[src/rtl/twtt_pkg.sv]
// ----------------------------------------------------------------------------
// twtt_pkg
// Shared types and constants of the hashed timing wheel timer table.
// ----------------------------------------------------------------------------
`default_nettype none

package twtt_pkg;

	localparam int TIMEOUT_W = 20;
	localparam int ID_W      = 6;
	localparam int LINK_W    = 7;
	localparam int ROUND_W   = 14;
	localparam int OSLOT_W   = 6;
	localparam int DIV_DW    = TIMEOUT_W - 1;

	localparam logic [LINK_W-1:0]  NIL       = 7'd127;
	localparam logic [ROUND_W-1:0] ROUND_MAX = 14'd16383;

	typedef enum logic [1:0] {
		ACT_ADD  = 2'd0,
		ACT_DEL  = 2'd1,
		ACT_TICK = 2'd2,
		ACT_NONE = 2'd3
	} action_t;

	typedef enum logic [2:0] {
		K_ADDED    = 3'd0,
		K_NEG      = 3'd1,
		K_FULL     = 3'd2,
		K_DELETED  = 3'd3,
		K_NOT_LIVE = 3'd4,
		K_EXPIRED  = 3'd5,
		K_NONE     = 3'd6,
		K_UNUSED   = 3'd7
	} kind_t;

	typedef enum logic [3:0] {
		ST_IDLE,
		ST_DIV1,
		ST_DIV2,
		ST_DIV3,
		ST_ADD_WR,
		ST_ADD_LINK,
		ST_UNL_RD,
		ST_UNL_WR,
		ST_WALK_HEAD,
		ST_WALK,
		ST_FIN
	} state_t;

	typedef struct packed {
		logic [1:0]                  action;
		logic signed [TIMEOUT_W-1:0] timeout;
		logic [ID_W-1:0]             timer_id;
	} req_t;

	typedef struct packed {
		kind_t              kind;
		logic [ID_W-1:0]    timer_ref;
		logic [OSLOT_W-1:0] slot;
		logic [ROUND_W-1:0] rounds;
		logic               last;
	} rsp_t;

endpackage

`default_nettype wire

[src/rtl/timing_wheel_timer_table_top.sv]
// Negative, pool-full and not-live requests go straight to the result; a delete
//   unlinks in a read and a write step; an add runs the reciprocal divisions for
//   the ticks and the rotation, the slot remainder, the slot sum, then the link
//   writes. A tick reads the slot head, walks its entries, unlinks each expiry.
// One request in work at a time; the next is taken the cycle after the last result
//   enters the output register. Reset clears slot-head valid bits, live map, slot.
// ----------------------------------------------------------------------------
// timing_wheel_timer_table_top
// Hashed timing wheel timer table built around link and slot-head memories.
// ----------------------------------------------------------------------------
`default_nettype none

module timing_wheel_timer_table_top #(
	parameter int SLOTS         = 60,
	parameter int SLOT_INTERVAL = 1,
	parameter int MAX_TIMERS    = 64
) (
	input  wire logic           clk,
	input  wire logic           arst_n,
	input  wire logic           req_valid,
	output logic                req_stall,
	input  wire twtt_pkg::req_t req,
	output logic                rsp_valid,
	input  wire logic           rsp_stall,
	output twtt_pkg::rsp_t      rsp
);

	import twtt_pkg::*;

	localparam int EW = $clog2(MAX_TIMERS);
	localparam int SW = $clog2(SLOTS);
	localparam int RW = ROUND_W + SW;

	state_t state_q, state_d;

	logic [1:0]         act_q;
	logic [EW-1:0]      e_q, e_next;
	logic [LINK_W-1:0]  nx_q, pv_q, h_q;
	logic [SW-1:0]      s_q, cur_q;
	logic [ROUND_W-1:0] rot_q;
	logic [EW:0]        guard_q;
	logic [MAX_TIMERS-1:0] live_q;
	logic [SLOTS-1:0]   hv_q;
	logic               hv_rd_q;
	rsp_t               pend_q;
	logic               pend_vld_q;
	rsp_t               rsp_q;
	logic               rsp_vld_q;
	logic [DIV_DW-1:0]  ticks_q;
	logic [DIV_DW-1:0]  quot_q;
	logic [SW-1:0]      rem_q;

	// memory ports
	logic              nx_we, pv_we, rs_we, hd_we;
	logic [EW-1:0]     nx_wa, pv_wa;
	logic [LINK_W-1:0] nx_wd, pv_wd, hd_wd;
	logic [RW-1:0]     rs_wd;
	logic [SW-1:0]     hd_ra;
	logic [LINK_W-1:0] nx_rd, pv_rd, hd_rd;
	logic [RW-1:0]     rs_rd;

	// constant dividers
	logic [DIV_DW-1:0] tq_raw, rq_raw;

	logic               req_ok, can_emit, full, id_live, unl_ok, rsp_load;
	logic [LINK_W-1:0]  hd, hn;
	logic [ROUND_W-1:0] rc;
	logic [SW-1:0]      es;
	logic [DIV_DW-1:0]  ticks_new, mulv, diffv;
	logic [SW:0]        ssum;
	logic [SW-1:0]      s_new;
	logic [ROUND_W-1:0] rot_new;
	logic [EW-1:0]      free_idx;
	logic               walk_head_ok, walk_nx_ok, walk_unl_ok;
	rsp_t               rej_rsp, fin_rsp;

	function automatic logic walk_ok(input logic [LINK_W-1:0] x,
	                                 input logic [MAX_TIMERS-1:0] lv,
	                                 input logic [EW:0] g);
		logic r;
		r = 1'b0;
		if (int'(x) < MAX_TIMERS) begin
			r = lv[x[EW-1:0]] && (int'(g) < MAX_TIMERS);
		end
		return r;
	endfunction

	// decode and helpers
	always_comb begin
		req_ok   = req_valid && !req_stall;
		can_emit = !rsp_vld_q || !rsp_stall;
		full     = &live_q;
		id_live  = (int'(req.timer_id) < MAX_TIMERS) && live_q[EW'(req.timer_id)];
		hd       = hv_rd_q ? hd_rd : NIL;
		rc       = rs_rd[RW-1:SW];
		es       = rs_rd[SW-1:0];
		hn       = (hd == LINK_W'(e_q)) ? nx_q : hd;
		unl_ok   = !pend_vld_q || can_emit;
		rsp_load = ((state_q == ST_FIN) && can_emit) ||
		           ((state_q == ST_UNL_WR) && unl_ok && pend_vld_q);
		ticks_new = (tq_raw == '0) ? DIV_DW'(1) : tq_raw;
		mulv     = quot_q * DIV_DW'(SLOTS);
		diffv    = ticks_q - mulv;
		ssum     = {1'b0, cur_q} + {1'b0, rem_q};
		s_new    = (int'(ssum) >= SLOTS) ? SW'(int'(ssum) - SLOTS) : ssum[SW-1:0];
		rot_new  = (rq_raw > DIV_DW'(ROUND_MAX)) ? ROUND_MAX : rq_raw[ROUND_W-1:0];
		free_idx = '0;
		for (int i = MAX_TIMERS - 1; i >= 0; i--) begin
			if (!live_q[i]) begin
				free_idx = EW'(i);
			end
		end
		walk_head_ok = walk_ok(hd, live_q, guard_q);
		walk_nx_ok   = walk_ok(nx_rd, live_q, guard_q + 1'b1);
		walk_unl_ok  = walk_ok(nx_q, live_q & ~(MAX_TIMERS'(1) << e_q), guard_q);
		rej_rsp = '{kind: K_FULL, timer_ref: '0, slot: '0, rounds: '0, last: 1'b0};
		if (req.action == ACT_DEL) rej_rsp.kind = K_NOT_LIVE;
		else if (req.timeout[TIMEOUT_W-1]) rej_rsp.kind = K_NEG;
		fin_rsp = pend_vld_q ? pend_q :
		          '{kind: K_NONE, timer_ref: '0, slot: OSLOT_W'(cur_q),
		            rounds: '0, last: 1'b0};
		fin_rsp.last = 1'b1;
	end

	// next state
	always_comb begin
		state_d = state_q;
		case (state_q)
			ST_IDLE: begin
				if (req_ok) begin
					case (req.action)
						ACT_ADD:  state_d = (req.timeout[TIMEOUT_W-1] || full) ? ST_FIN : ST_DIV1;
						ACT_DEL:  state_d = id_live ? ST_UNL_RD : ST_FIN;
						ACT_TICK: state_d = ST_WALK_HEAD;
						default:  state_d = ST_IDLE;
					endcase
				end
			end
			ST_DIV1:      state_d = ST_DIV2;
			ST_DIV2:      state_d = ST_DIV3;
			ST_DIV3:      state_d = ST_ADD_WR;
			ST_ADD_WR:    state_d = ST_ADD_LINK;
			ST_ADD_LINK:  state_d = ST_FIN;
			ST_UNL_RD:    state_d = ST_UNL_WR;
			ST_UNL_WR: begin
				if (unl_ok) begin
					if (act_q == ACT_DEL) state_d = ST_FIN;
					else state_d = walk_unl_ok ? ST_WALK : ST_FIN;
				end
			end
			ST_WALK_HEAD: state_d = walk_head_ok ? ST_WALK : ST_FIN;
			ST_WALK: begin
				if (rc != '0) state_d = walk_nx_ok ? ST_WALK : ST_FIN;
				else state_d = ST_UNL_RD;
			end
			ST_FIN:       if (can_emit) state_d = ST_IDLE;
			default:      state_d = ST_IDLE;
		endcase
	end

	// memory controls
	always_comb begin
		nx_we = 1'b0; nx_wa = e_q; nx_wd = hd;
		pv_we = 1'b0; pv_wa = e_q; pv_wd = NIL;
		rs_we = 1'b0; rs_wd = {rot_q, s_q};
		hd_we = 1'b0; hd_wd = LINK_W'(e_q);
		hd_ra = s_q;
		e_next = e_q;
		case (state_q)
			ST_IDLE: begin
				hd_ra = cur_q;
				if (req_ok) begin
					e_next = EW'(req.timer_id);
				end
			end
			ST_DIV3: begin
				hd_ra  = s_new;
				e_next = free_idx;
			end
			ST_ADD_WR: begin
				nx_we = 1'b1;
				pv_we = 1'b1;
				rs_we = 1'b1;
				hd_we = 1'b1;
			end
			ST_ADD_LINK: begin
				pv_we = int'(h_q) < MAX_TIMERS;
				pv_wa = h_q[EW-1:0];
				pv_wd = LINK_W'(e_q);
			end
			ST_UNL_RD: hd_ra = es;
			ST_UNL_WR: begin
				if (unl_ok) begin
					hd_we = hd == LINK_W'(e_q);
					hd_wd = nx_q;
					nx_we = (hd != LINK_W'(e_q)) && (int'(pv_q) < MAX_TIMERS);
					nx_wa = pv_q[EW-1:0];
					nx_wd = nx_q;
					pv_we = int'(nx_q) < MAX_TIMERS;
					pv_wa = nx_q[EW-1:0];
					pv_wd = (hn == nx_q) ? NIL : pv_q;
					if (act_q == ACT_TICK && walk_unl_ok) e_next = nx_q[EW-1:0];
				end
			end
			ST_WALK_HEAD: if (walk_head_ok) e_next = hd[EW-1:0];
			ST_WALK: begin
				if (rc != '0) begin
					rs_we = 1'b1;
					rs_wd = {rc - 1'b1, es};
					if (walk_nx_ok) e_next = nx_rd[EW-1:0];
				end
			end
			default: ;
		endcase
	end

	// control registers
	always_ff @(posedge clk or negedge arst_n) begin
		if (!arst_n) begin
			state_q    <= ST_IDLE;
			live_q     <= '0;
			hv_q       <= '0;
			hv_rd_q    <= 1'b0;
			cur_q      <= '0;
			pend_vld_q <= 1'b0;
			rsp_vld_q  <= 1'b0;
		end else begin
			state_q <= state_d;
			hv_rd_q <= hv_q[hd_ra];
			if (hd_we) hv_q[s_q] <= 1'b1;
			if (rsp_load) rsp_vld_q <= 1'b1;
			else if (!rsp_stall) rsp_vld_q <= 1'b0;
			case (state_q)
				ST_IDLE: begin
					if (req_ok) begin
						case (req.action)
							ACT_ADD: pend_vld_q <= req.timeout[TIMEOUT_W-1] || full;
							ACT_DEL: pend_vld_q <= !id_live;
							default: pend_vld_q <= 1'b0;
						endcase
					end
				end
				ST_ADD_WR:   live_q[e_q] <= 1'b1;
				ST_ADD_LINK: pend_vld_q <= 1'b1;
				ST_UNL_WR: begin
					if (unl_ok) begin
						live_q[e_q] <= 1'b0;
						pend_vld_q  <= 1'b1;
					end
				end
				ST_FIN: begin
					if (can_emit) begin
						pend_vld_q <= 1'b0;
						if (act_q == ACT_TICK) begin
							cur_q <= (int'(cur_q) == SLOTS - 1) ? '0 : cur_q + 1'b1;
						end
					end
				end
				default: ;
			endcase
		end
	end

	// payload registers
	always_ff @(posedge clk) begin
		e_q <= e_next;
		case (state_q)
			ST_IDLE: begin
				if (req_ok) begin
					act_q   <= req.action;
					guard_q <= '0;
					pend_q  <= rej_rsp;
					ticks_q <= ticks_new;
				end
			end
			ST_DIV1: begin
				quot_q <= rq_raw;
				rot_q  <= rot_new;
			end
			ST_DIV2: rem_q <= diffv[SW-1:0];
			ST_DIV3: s_q <= s_new;
			ST_ADD_WR: h_q <= hd;
			ST_ADD_LINK: begin
				pend_q <= '{kind: K_ADDED, timer_ref: ID_W'(e_q), slot: OSLOT_W'(s_q),
				            rounds: rot_q, last: 1'b0};
			end
			ST_UNL_RD: begin
				nx_q <= nx_rd;
				pv_q <= pv_rd;
				s_q  <= es;
			end
			ST_UNL_WR: begin
				if (unl_ok) begin
					if (pend_vld_q) rsp_q <= pend_q;
					pend_q <= '{kind: (act_q == ACT_DEL) ? K_DELETED : K_EXPIRED,
					            timer_ref: ID_W'(e_q), slot: OSLOT_W'(s_q),
					            rounds: '0, last: 1'b0};
				end
			end
			ST_WALK: guard_q <= guard_q + 1'b1;
			ST_FIN: begin
				if (can_emit) begin
					rsp_q <= fin_rsp;
				end
			end
			default: ;
		endcase
	end

	twtt_div #(.DW(DIV_DW), .DIVISOR(SLOT_INTERVAL)) u_div_ival (
		.dividend(req.timeout[DIV_DW-1:0]), .quot(tq_raw)
	);

	twtt_div #(.DW(DIV_DW), .DIVISOR(SLOTS)) u_div_slots (
		.dividend(ticks_q), .quot(rq_raw)
	);

	twtt_ram #(.WIDTH(LINK_W), .DEPTH(MAX_TIMERS)) u_next (
		.clk(clk), .we(nx_we), .waddr(nx_wa), .wdata(nx_wd), .raddr(e_next), .rdata(nx_rd)
	);

	twtt_ram #(.WIDTH(LINK_W), .DEPTH(MAX_TIMERS)) u_prev (
		.clk(clk), .we(pv_we), .waddr(pv_wa), .wdata(pv_wd), .raddr(e_next), .rdata(pv_rd)
	);

	twtt_ram #(.WIDTH(RW), .DEPTH(MAX_TIMERS)) u_round (
		.clk(clk), .we(rs_we), .waddr(e_q), .wdata(rs_wd), .raddr(e_next), .rdata(rs_rd)
	);

	twtt_ram #(.WIDTH(LINK_W), .DEPTH(SLOTS)) u_head (
		.clk(clk), .we(hd_we), .waddr(s_q), .wdata(hd_wd), .raddr(hd_ra), .rdata(hd_rd)
	);

	assign req_stall = state_q != ST_IDLE;
	assign rsp_valid = rsp_vld_q;
	assign rsp       = rsp_q;

endmodule

`default_nettype wire

[src/rtl/twtt_ram.sv]
// ----------------------------------------------------------------------------
// twtt_ram
// Generic single write port, single read port RAM with registered read.
// ----------------------------------------------------------------------------
`default_nettype none

module twtt_ram #(
	parameter int WIDTH = 8,
	parameter int DEPTH = 64
) (
	input  wire logic                     clk,
	input  wire logic                     we,
	input  wire logic [$clog2(DEPTH)-1:0] waddr,
	input  wire logic [WIDTH-1:0]         wdata,
	input  wire logic [$clog2(DEPTH)-1:0] raddr,
	output logic      [WIDTH-1:0]         rdata
);

	logic [WIDTH-1:0] mem [DEPTH];

	// write, then read old contents
	always_ff @(posedge clk) begin
		if (we) begin
			mem[waddr] <= wdata;
		end
		rdata <= mem[raddr];
	end

endmodule

`default_nettype wire

[src/rtl/twtt_div.sv]
// ----------------------------------------------------------------------------
// twtt_div
// Division by a constant through reciprocal multiplication, exact for any
// dividend below 2**DW.
// ----------------------------------------------------------------------------
`default_nettype none

module twtt_div #(
	parameter int DW      = 19,
	parameter int DIVISOR = 60
) (
	input  wire logic [DW-1:0] dividend,
	output logic      [DW-1:0] quot
);

	localparam int SH = DW + $clog2(DIVISOR);
	localparam int PW = SH + DW + 1;
	localparam longint unsigned RECIP =
		((64'd1 << SH) + 64'(DIVISOR) - 64'd1) / 64'(DIVISOR);

	logic [PW-1:0] prod;

	// multiply by the rounded-up reciprocal; only DW by DW+1 bits carry data
	always_comb begin
		prod = PW'(dividend) * PW'(RECIP);
		quot = prod[SH +: DW];
	end

endmodule

`default_nettype wire

[config.mk]
export PLATFORM = sky130hd
export DESIGN_NAME = timing_wheel_timer_table_top
export DESIGN_NICKNAME = d
export VERILOG_FILES = /design/src/rtl/twtt_pkg.sv /design/src/rtl/timing_wheel_timer_table_top.sv /design/src/rtl/twtt_ram.sv /design/src/rtl/twtt_div.sv
export SDC_FILE = /design/constraint.sdc
export NUM_CORES = 2
export LEC_CHECK = 0
export ABC_CLOCK_PERIOD_IN_PS = 9500
export BUFFER_PORTS_ARGS = -buffer_cell sky130_fd_sc_hd__buf_2
export CORE_MARGIN = 2
export CORE_UTILIZATION = 35
export DETAILED_ROUTE_END_ITERATION = 7
export GPL_ROUTABILITY_DRIVEN = 0
export PLACE_DENSITY_LB_ADDON = 0.3
export SLEW_MARGIN = 20
export SYNTH_ARGS = -nofsm -noshare
export SYNTH_HDL_FRONTEND = slang
export SYNTH_SLANG_ARGS = --single-unit
export TNS_END_PERCENT = 30
[constraint.sdc]
create_clock -name clk -period 9.5 [get_ports clk]
set_input_delay 0.95 -clock clk [delete_from_list [all_inputs] [get_ports clk]]
set_output_delay 0.95 -clock clk [all_outputs]
set_load 0.02 [all_outputs]
==> flow_summary.toml <==
[placement]
hpwl_um = 227000
numPortBuffers = 63

[cts]
htreeDepth = 5
cts_made_buffers = 312
clk_path_buf_depth = 4
clock-sinks = 2918
post-cts-setup-buffers = 0
ctsResizeCount = 0
cts_root_buf = "clkbuf_16"
cts_tree = "built"
cts_hold_buffers = 0
clock_latency_ps = 940
clkTransAtPathRegs_ps = 60

[sta]
hold_violations = 0
timing_worst_slew_pin_value_ps = 1314
setup_tns_ps = 0
rsz0062_at_grt = "no"
fin_crit_sh_pct = 78.14
setup_viol = 0
final-max-slew-violation-count = 0
period_needed_ps = 7424
fin_skew_ps = 60.39
relSlewSlack_pct = 11.65
fmax_ghz = 0.1347

[worst_setup_path]
cp-end-kind = "flip-flop"
path_class = "reg2reg"
cp_max_fo = 36
cp.required_ps = 10350
arrival_ps = 8280
worst_setup_path_start_kind = "flip-flop"

[yosys]
yosys_most_used_dff = "edfxtp_1"
synth_warnings = 0
synth_area_um2 = 124400
synth_nets = 9626
synthArstFlopShare_pct = 4.695
seq_area_frac_synth_pct = 69.49
synth_cell_type_count = 97
synth_seq_cells = 2918
synth.avg_cell_area_um2 = 13.19
synth-edff-count = 2734
synthCells = 9432

[die]
floorplan.initialDensity_pct = 35.23
die_y_um = 600.3
fp.dieW_um = 600.3
ios = 64
core-area_um2 = 353200
die_area_um2 = 360300
num_rows = 218

[global_route]
grt_pass1_vias = 79400
grt_pass1_wl_um = 558300
overflow = 0
grt_max_degree = 202
grt_util_all_layers_pct = 20.78
antenna_found_initial = 18

[layout]
drive_gt1_share_pct = 11.30
synthToLayoutAreaGrowth_pct = 12.98
fin_nets = 9479
final_common_cell = "edfxtp_1"
final_cell_mix = "edfxtp_1 (2734), nand2_1 (1189), nand3_1 (883)"

[pwr]
vdd_drop_max_mv = 0.4670
p_leak_uw = 0.04773
fin_total_pwr_uw = 46950
power_density_nw_per_um2 = 334.0

[job]
drv_cap = 0

[min_path]
hold_path.class = "in2async"

[drt]
top_layer = "met5"
ant_nets = 0
routed_wl_um = 385400
drt-pass1-iter-count = 8
wl_met3_um = 32650
drc = 0
vias = 83040
drtIter0Drc = 10280
routedWlPerCell_um = 26.99
dr_wl_met2_um = 180000
drt-met1-wl_um = 156900
vias_per_cell = 5.816

[status]
run_status = "completed"
==> cell families (layout without fill, tap and decap cells) <==
| group | count (synthesis) | after routing | share of synthesized area (%) |
|---|---|---|---|
| xor+xnor | 55 | 55 | 0.3871 |
| simple gates | 3283 | 3283 | 12.68 |
| flops | 2918 | 2918 | 69.49 |
| other cells | 0 | 10 | 0 |
| buf+inv | 877 | 983 | 2.808 |
| mux | 291 | 291 | 2.711 |
| compound gates | 1846 | 1846 | 10.05 |
| fa+ha+maj | 162 | 162 | 1.876 |
==> flip-flops by register name, indices dropped and copies added, names as in the netlist, 7 cells and up, named ones only <==
name and cells:
pend_q 29, nx_q 7, ticks_q 19, rot_q 14, u_next.mem 448, u_prev.mem 448, rsp 30, u_prev.rdata 7
u_next.rdata 7, u_round.mem 1280, h_q 7, hv_q 60, u_round.rdata 20, u_head.rdata 7, u_head.mem 420, guard_q 7
pv_q 7
==> per-stage QoR <==
stage / std cells / cell area, um^2 / hold slack, ps / setup slack [ps] / utilization, %
after CTS: 14270 / 140500 / 101.6 / 2345 / 39.78
after floorplan: 9432 / 124400 / 385.5 / 4281 / -
final: 14280 / 140600 / 85.16 / 2076 / 39.80
after global routing: 14270 / 140600 / 120.7 / 1873 / 39.80
after global placement: 13700 / 130400 / 449.0 / 2392 / 36.91
after detailed placement: 13700 / 130400 / 451.2 / 2369 / 36.92
==> Yosys cell counts, types with 11 or more instances <==
library cell / number / area share [%]
xnor2_1: 43 / 0.30
buf_4: 11 / 0.066
a311oi_1: 130 / 0.92
or2_2: 71 / 0.36
buf_2: 109 / 0.44
a22oi_1: 11 / 0.066
nand3_1: 883 / 3.6
nor4_1: 59 / 0.30
nand2b_1: 28 / 0.14
o41ai_1: 35 / 0.25
o21ai_0: 564 / 2.3
or3_1: 14 / 0.070
nor2_1: 382 / 1.2
clkbuf_1: 557 / 1.7
and3_1: 298 / 1.5
a31oi_1: 196 / 0.99
a211oi_1: 140 / 0.84
buf_1: 74 / 0.22
inv_1: 118 / 0.36
and2_1: 12 / 0.060
a32oi_1: 72 / 0.51
mux2_2: 42 / 0.38
a221o_1: 40 / 0.32
edfxtp_1: 2734 / 66
mux2i_1: 211 / 1.7
ha_1: 121 / 1.2
or4b_1: 33 / 0.27
a32o_1: 69 / 0.56
mux4_2: 32 / 0.58
fa_1: 41 / 0.66
nand4_1: 140 / 0.70
xor2_1: 12 / 0.084
nand3b_1: 16 / 0.097
o211ai_1: 14 / 0.084
dfrtp_1: 137 / 2.8
o31ai_1: 113 / 0.68
a31o_2: 42 / 0.30
a21o_1: 75 / 0.45
a2111oi_0: 48 / 0.34
nor2b_1: 59 / 0.30
nand2_1: 1195 / 3.6
a21oi_1: 196 / 0.79
dfxtp_1: 47 / 0.76
nor3_1: 36 / 0.14
==> path summary, 6_finish.rpt <==
check | start | endpoint | slack [ps] | cells after the start
max in group asynchronous | arst_n | asynchronous set/reset pin | 7860 | 2
max | e_q[3] | u_round.rdata[6] | 2080 | 14
max reg2reg | e_q[3] | u_round.rdata[6] | 2080 | 14
min in group clk | req[13] | ticks_q[7] | 240 | 1
min | arst_n | hv_q[14] | 90 | 1
min reg2reg | hv_q[59] | hv_q[59] | 460 | 1
==> final cells by class <==
cell class,instances,area (um^2)
Timing Repair Buffer,295,2384
Multi-Input combinational cell,5637,35220
Inverter,121,461.7
Fill cell,32500,212600
Sequential cell,2918,86470
Antenna cell,10,25.02
Tap cell,4730,5918
Clock inverter,137,1530
Clock buffer,430,8581
==> report_power, final <==
| part | total (uW) | internal [uW] | switching [uW] |
|---|---|---|---|
| combinational | 18500 | 5490 | 13000 |
| sequential | 16300 | 15600 | 667 |
| clock | 12200 | 7060 | 5090 |
==> critical path: stages (launching register included) <==
cell,delay (ps)
dfxtp_1,980
nor2b_1,450
nand3_1,280
a2111oi_0,870
nand2_1,160
nor4_2,420
a211oi_1,180
o31ai_4,760
buf_4,580
nand2b_4,680
buf_4,420
a21o_1,130
a21oi_1,40
o31ai_1,1080
or4b_1,250
==> metal layers <==
layer  vias to the layer above  global-route usage, %
met1                     42180                  28.30
met5                         -                      0
li1                      35920                      -
met2                      4177                  33.35
met3                       763                  3.268
met4                         4                  8.044
No activity file was read; power rests on OpenSTA's default activity.
